===== config.mk =====
export PLATFORM = sky130hd
export DESIGN_NAME = length_prefix_deframer
export DESIGN_NICKNAME = d
export VERILOG_FILES = /design/src/design/lpd_pkg.sv /design/src/design/length_prefix_deframer.sv /design/src/design/lpd_parser.sv
export SDC_FILE = /design/constraint.sdc
export NUM_CORES = 1
export LEC_CHECK = 0
export ABC_AREA = 1
export CAP_MARGIN = 10
export CORE_MARGIN = 1
export CORE_UTILIZATION = 40
export CTS_BUF_LIST = sky130_fd_sc_hd__clkbuf_8
export DETAILED_ROUTE_END_ITERATION = 12
export DONT_BUFFER_PORTS = 1
export HOLD_SLACK_MARGIN = 0.1
export PLACE_DENSITY = 0.51
export REMOVE_ABC_BUFFERS = 1
export SYNTH_ARGS = -nofsm -noshare
export SYNTH_HDL_FRONTEND = slang
export SYNTH_SLANG_ARGS = --single-unit

===== constraint.sdc =====
create_clock -name clk -period 3.2 [get_ports clk]
set_input_delay 0.32 -clock clk [delete_from_list [all_inputs] [get_ports clk]]
set_output_delay 0.32 -clock clk [all_outputs]
set_load 0.01 [all_outputs]

===== src/design/lpd_pkg.sv =====
`timescale 1ns / 1ps

package lpd_pkg;

  // Field and register widths
  localparam int LEN_W      = 31;
  localparam int ACCUM_W    = 24;
  localparam int CNT_W      = 2;
  localparam int DATA_W     = 32;
  localparam int PADDR_W    = 3;

  localparam logic [LEN_W-1:0] MAX_LENGTH_RESET = 31'd65536;

  // Header byte positions of the little-endian length
  localparam logic [CNT_W-1:0] HDR_POS_B0 = 2'd0;
  localparam logic [CNT_W-1:0] HDR_POS_B1 = 2'd1;
  localparam logic [CNT_W-1:0] HDR_POS_B2 = 2'd2;
  localparam logic [CNT_W-1:0] HDR_POS_B3 = 2'd3;

  // Input opcodes
  localparam logic OP_DATA  = 1'b0;
  localparam logic OP_CLOSE = 1'b1;

  // Result kinds
  localparam logic [1:0] KIND_PAYLOAD = 2'd0;
  localparam logic [1:0] KIND_EMPTY   = 2'd1;
  localparam logic [1:0] KIND_ERROR   = 2'd2;

  // Register index (byte address / 4)
  localparam logic REG_MAX_LENGTH = 1'b0;

  typedef enum logic [1:0] {
    PH_HEADER  = 2'd0,
    PH_PAYLOAD = 2'd1,
    PH_CLOSED  = 2'd2
  } phase_t;

  typedef struct packed {
    logic       valid;
    logic [1:0] kind;
    logic [7:0] payload_byte;
    logic       last;
  } result_t;

endpackage


===== src/design/length_prefix_deframer.sv =====
`timescale 1ns / 1ps
// An input transaction passes the input register, then the result register, before
// out_valid rises; out_ready holding the result register delays the result further.
// Throughput: one transaction per cycle while out_ready does not hold the result
// register, as the parser updates once per accepted transaction.
// Reset (rst, synchronous): clears both pipeline registers and the parser to the
// header phase; max_length returns to 65536.

module length_prefix_deframer
  import lpd_pkg::*;
(
  input  logic               clk,
  input  logic               rst,
  // input channel
  input  logic               in_valid,
  output logic               in_ready,
  input  logic               opcode,
  input  logic [7:0]         data_byte,
  // output channel
  output logic               out_valid,
  input  logic               out_ready,
  output logic [1:0]         kind,
  output logic [7:0]         payload_byte,
  output logic               last,
  // configuration port
  input  logic               psel,
  input  logic               penable,
  input  logic               pwrite,
  input  logic [PADDR_W-1:0] paddr,
  input  logic [DATA_W-1:0]  pwdata,
  output logic [DATA_W-1:0]  prdata,
  output logic               pready
);

  logic [LEN_W-1:0] max_length;
  logic             q_valid;
  logic             q_opcode;
  logic [7:0]       q_byte;
  logic             advance;
  logic             fire;
  result_t          res;

  // Configuration register
  assign pready = 1'b1;

  always_ff @(posedge clk) begin
    if (rst) begin
      max_length <= MAX_LENGTH_RESET;
    end else if (psel && penable && pwrite && pready
                 && paddr[PADDR_W-1] == REG_MAX_LENGTH) begin
      max_length <= pwdata[LEN_W-1:0];
    end
  end

  always_comb begin
    prdata = '0;
    if (paddr[PADDR_W-1] == REG_MAX_LENGTH) begin
      prdata = {1'b0, max_length};
    end
  end

  // Pipeline control
  assign advance  = !out_valid || out_ready;
  assign fire     = q_valid && advance;
  assign in_ready = !q_valid || advance;

  // Input register
  always_ff @(posedge clk) begin
    if (rst) begin
      q_valid <= 1'b0;
    end else if (in_ready) begin
      q_valid <= in_valid;
    end
  end

  always_ff @(posedge clk) begin
    if (in_valid && in_ready) begin
      q_opcode <= opcode;
      q_byte   <= data_byte;
    end
  end

  lpd_parser u_parser (
    .clk        (clk),
    .rst        (rst),
    .fire       (fire),
    .opcode     (q_opcode),
    .data_byte  (q_byte),
    .max_length (max_length),
    .res        (res)
  );

  // Result register
  always_ff @(posedge clk) begin
    if (rst) begin
      out_valid <= 1'b0;
    end else if (advance) begin
      out_valid <= fire && res.valid;
    end
  end

  always_ff @(posedge clk) begin
    if (advance) begin
      kind         <= res.kind;
      payload_byte <= res.payload_byte;
      last         <= res.last;
    end
  end

endmodule


===== src/design/lpd_parser.sv =====
`timescale 1ns / 1ps

module lpd_parser
  import lpd_pkg::*;
(
  input  logic             clk,
  input  logic             rst,
  input  logic             fire,
  input  logic             opcode,
  input  logic [7:0]       data_byte,
  input  logic [LEN_W-1:0] max_length,
  output result_t          res
);

  phase_t             phase, phase_next;
  logic [CNT_W-1:0]   header_count, header_count_next;
  logic [ACCUM_W-1:0] length_accum, length_accum_next;
  logic [LEN_W-1:0]   bytes_remaining, bytes_remaining_next;

  logic [31:0] full_len;
  logic        hdr_done;
  logic        len_over;
  logic        len_zero;
  logic        pay_last;

  // Header decode on the fourth byte
  assign full_len = {data_byte, length_accum};
  assign hdr_done = (header_count == HDR_POS_B3);
  assign len_over = (full_len > {1'b0, max_length});
  assign len_zero = (full_len == 32'd0);
  assign pay_last = (bytes_remaining <= 31'd1);

  // Next state
  always_comb begin
    phase_next           = phase;
    header_count_next    = header_count;
    length_accum_next    = length_accum;
    bytes_remaining_next = bytes_remaining;
    if (opcode == OP_CLOSE) begin
      phase_next           = PH_HEADER;
      header_count_next    = '0;
      length_accum_next    = '0;
      bytes_remaining_next = '0;
    end else begin
      unique case (phase)
        PH_HEADER: begin
          if (!hdr_done) begin
            header_count_next = header_count + 2'd1;
            case (header_count)
              HDR_POS_B0: length_accum_next[7:0]   = data_byte;
              HDR_POS_B1: length_accum_next[15:8]  = data_byte;
              HDR_POS_B2: length_accum_next[23:16] = data_byte;
              default:    length_accum_next        = length_accum;
            endcase
          end else begin
            header_count_next = '0;
            length_accum_next = '0;
            if (len_over) begin
              phase_next           = PH_CLOSED;
              bytes_remaining_next = '0;
            end else if (!len_zero) begin
              phase_next           = PH_PAYLOAD;
              bytes_remaining_next = full_len[LEN_W-1:0];
            end
          end
        end
        PH_PAYLOAD: begin
          if (pay_last) begin
            phase_next           = PH_HEADER;
            bytes_remaining_next = '0;
          end else begin
            bytes_remaining_next = bytes_remaining - 31'd1;
          end
        end
        default: begin
          // closed: bytes are dropped
          phase_next = phase;
        end
      endcase
    end
  end

  // Result for the current transaction
  always_comb begin
    res = '{valid: 1'b0, kind: KIND_PAYLOAD, payload_byte: 8'd0, last: 1'b0};
    if (opcode == OP_DATA) begin
      unique case (phase)
        PH_HEADER: begin
          if (hdr_done && len_over) begin
            res.valid = 1'b1;
            res.kind  = KIND_ERROR;
            res.last  = 1'b1;
          end else if (hdr_done && len_zero) begin
            res.valid = 1'b1;
            res.kind  = KIND_EMPTY;
            res.last  = 1'b1;
          end
        end
        PH_PAYLOAD: begin
          res.valid        = 1'b1;
          res.kind         = KIND_PAYLOAD;
          res.payload_byte = data_byte;
          res.last         = pay_last;
        end
        default: begin
          res.valid = 1'b0;
        end
      endcase
    end
  end

  // State registers
  always_ff @(posedge clk) begin
    if (rst) begin
      phase           <= PH_HEADER;
      header_count    <= '0;
      length_accum    <= '0;
      bytes_remaining <= '0;
    end else if (fire) begin
      phase           <= phase_next;
      header_count    <= header_count_next;
      length_accum    <= length_accum_next;
      bytes_remaining <= bytes_remaining_next;
    end
  end

endmodule


==> impl_metrics.ini <==
[status]
status = finished clean

[clock_tree]
post_cts_resized = 0
cts_buffers = 9
clk_pin_slew_worst_paths_ns = 0.10
post_cts_buffers = 0
cts_max_level = 3
root_buffer = clkbuf_8
clock_path_buffers = 2
cts.sinks = 112
cts_tree = yes
worst_skew_pair.late_latency_ns = 0.40

[floorplan]
rows = 45
io_pins = 97
die_h_um = 128
core_area_mm2 = 0.0153
start_util_pct = 41.2
die_x_um = 128
die_area_mm2 = 0.0163

[hold_path]
hp-class = in2reg

[grt]
grtUsageMet2_pct = 35.2
grt_max_degree = 61
grt_overflow = 0
gr-max-usage-layer = met2
use_met3_pct = 3.43
grt_pass1_vias = 5199
grt_pass1_wl_um = 25700
use_met1_pct = 25.3
antenna_found_initial = 0
grt_usage_pct = 20.3

[pwr]
p_switching_uw = 823
power_frac_clock_pct = 31.7
ir_drop_mv = 0.266
power_leakage_nw = 2.97
p_int_mw = 2.01
swShare_pct = 29.0
p_seq_share_pct = 54.2
p_per_area_mw_per_mm2 = 419
pwr-share-comb_pct = 14.2

[route]
detail_route.vias_per_cell = 5.00
drtAntennaViolNets = 0
wl_per_cell_um = 14.5
drc = 0
drt_iter0_markers = 344
vias = 5498
dr.pass1.iters = 5
wirelength_um = 15900

[timing]
rsz0062_at_grt = no
worstMarginPinSlew_ns = 0.931
timing.slew.headroom_pct = 37.9
fmax_mhz = 371
slew_violations = 0
fin_worst_skew_ns = 0.0147
min_period_over_period_pct = 84.2
final-hold-violation-count = 0
layout_min_cycle_time_ns = 2.69
setup_tns_ns = 0
setup_violations = 0

[placed_design]
io_buffers = 0
dpl.hpwl_um = 11700
dp_cells = 1069
gp_congestion = 0.824

[logic_synthesis]
ys_async_sr_fraction_pct = 0
synth_most_common_cell = nand2_1
netlist_top_cells_count = 202 x nand2_1, 127 x nor2_1, 97 x a21oi_1
syn_area_mm2 = 0.00631
netlist_top_cells_area = dfxtp_1 29%, nand2_1 12%, edfxtp_1 9.5%
ys_seq_area_share_pct = 38.7
ys_ff_latch = 112
netlist_instances = 893
syn_avg_cell_area_um2 = 7.07
synth_edf_count = 20
yosys.area.top_type = dfxtp_1
ys.flop_type = dfxtp_1
ys_warn_count = 0
synth.distinct_cells = 42
yosysTopAreaCellShare_pct = 29.2

[layout]
area_growth_pct = 7.20
diodes = 0
stdcell_count = 1100
utilization_pct = 44.2
drive_gt1_share_pct = 4.72
fill_cells = 1629
fin_nets = 972

[critical_path]
arrival_ns = 3.01
start_kind = flip-flop
cp-end-kind = flip-flop
crit_required_ns = 3.52
crit_fanout = 34
crit_type = reg2reg

[job]
cap_violations = 0
power groups by stage:
stage	clock (mW)	sequential (mW)	combinational (mW)
finish	0.899	1.54	0.402
global route	0.974	1.54	0.465
CTS	0.933	1.54	0.406
detailed placement	0	1.57	0.380
global placement	0	1.57	0.366
floorplan	0	1.55	0.290
final timing paths:
path / start / cells past startpoint / end / slack (ns)
hold reg to reg: max_length[0] / 2 / max_length[0] / 0.49
setup / recovery: q_byte[3] / 12 / u_parser.bytes_remaining[6] / 0.51
setup reg to reg: q_byte[3] / 12 / u_parser.bytes_remaining[6] / 0.51
hold / removal: pwdata[9] / 2 / max_length[9] / 0.12
state kept, by name, indices dropped and copies added, names as in the netlist:
name / flops
u_parser.length_accum: 24
u_parser.phase: 2
u_parser.header_count: 2
max_length: 31
q_opcode: 1
q_valid: 1
kind: 2
last: 1
u_parser.bytes_remaining: 31
q_byte: 8
payload_byte: 8
out_valid: 1
worst max-delay path: stages (launching register included):
cell and delay (ns):
edfxtp_1 0.49, ha_1 0.34, nand2_1 0.08, nor4_2 0.28, and2b_1 0.17, nand2_1 0.07
nand2_2 0.08, nand2_4 0.06, nand2_4 0.08, nand2_4 0.24, nor2_8 0.48, nand2_1 0.09
a21oi_1 0.15
placed cells by master (no fill, tap or decap), types with 3 or more instances in the layout:
cell and n:
clkbuf_8 10, buf_4 4, nand2_1 202, o21ai_0 60, or2_2 6, dlygate4sd3_1 14, nand2_4 3, nor3_1 8
inv_1 87, nor2_2 4, nand3_1 55, xor2_1 8, nor2_1 127, a21oi_1 97, ha_1 37, dfxtp_1 92
xnor2_1 9, edfxtp_1 20, nand4_1 10, nor4_1 3
cell families (layout without fill, tap and decap cells):
logic type / Yosys count / count (layout) / synth area share (%)
buffers and inverters: 127 / 123 / 8.47
AO/OA/AOI/OAI: 166 / 166 / 13.5
adder cells (fa/ha/maj): 37 / 37 / 7.34
flip-flops: 112 / 112 / 38.7
AND/OR/NAND/NOR: 432 / 432 / 29.5
other: 2 / 2 / 0.119
XOR/XNOR: 17 / 17 / 2.36
final cells by class:
| cell class | instances | area (um2) | area share, % |
|---|---|---|---|
| inverters | 88 | 330 | 4.88 |
| well taps | 211 | 264 | 3.90 |
| clock inverters | 6 | 66.3 | 0.980 |
| multi-input cells | 654 | 3330 | 49.3 |
| flip-flops and latches | 112 | 2440 | 36.1 |
| clock buffers | 10 | 138 | 2.03 |
| repair buffers | 19 | 190 | 2.81 |
metrics by stage:
| stage | setup slack (ns) | total power, mW | instance area, um2 | hold slack, ns |
|---|---|---|---|---|
| floorplan | 0.845 | 1.84 | 6110 | 0.389 |
| global placement | 0.538 | 1.93 | 6400 | 0.396 |
| CTS | 0.435 | 2.88 | 6770 | 0.100 |
| finish | 0.506 | 2.84 | 6770 | 0.119 |
| detailed placement | 0.477 | 1.95 | 6400 | 0.397 |
| global route | 0.164 | 2.98 | 6770 | 0.122 |
per-layer routing:
layer	up-vias	part of all wire, %
met5	-	0
met4	0	1.7
met3	13	4.2
met2	101	48
met1	2510	46
li1	2874	-
what timing repair did:
| action | 4_1_cts | 5_1_grt |
|---|---|---|
| hold buffers | 15 | 0 |
| setup endpoints to repair | 0 | 0 |
| hold endpoints to repair | 51 | 0 |
Power figures use the tool's default switching activity.
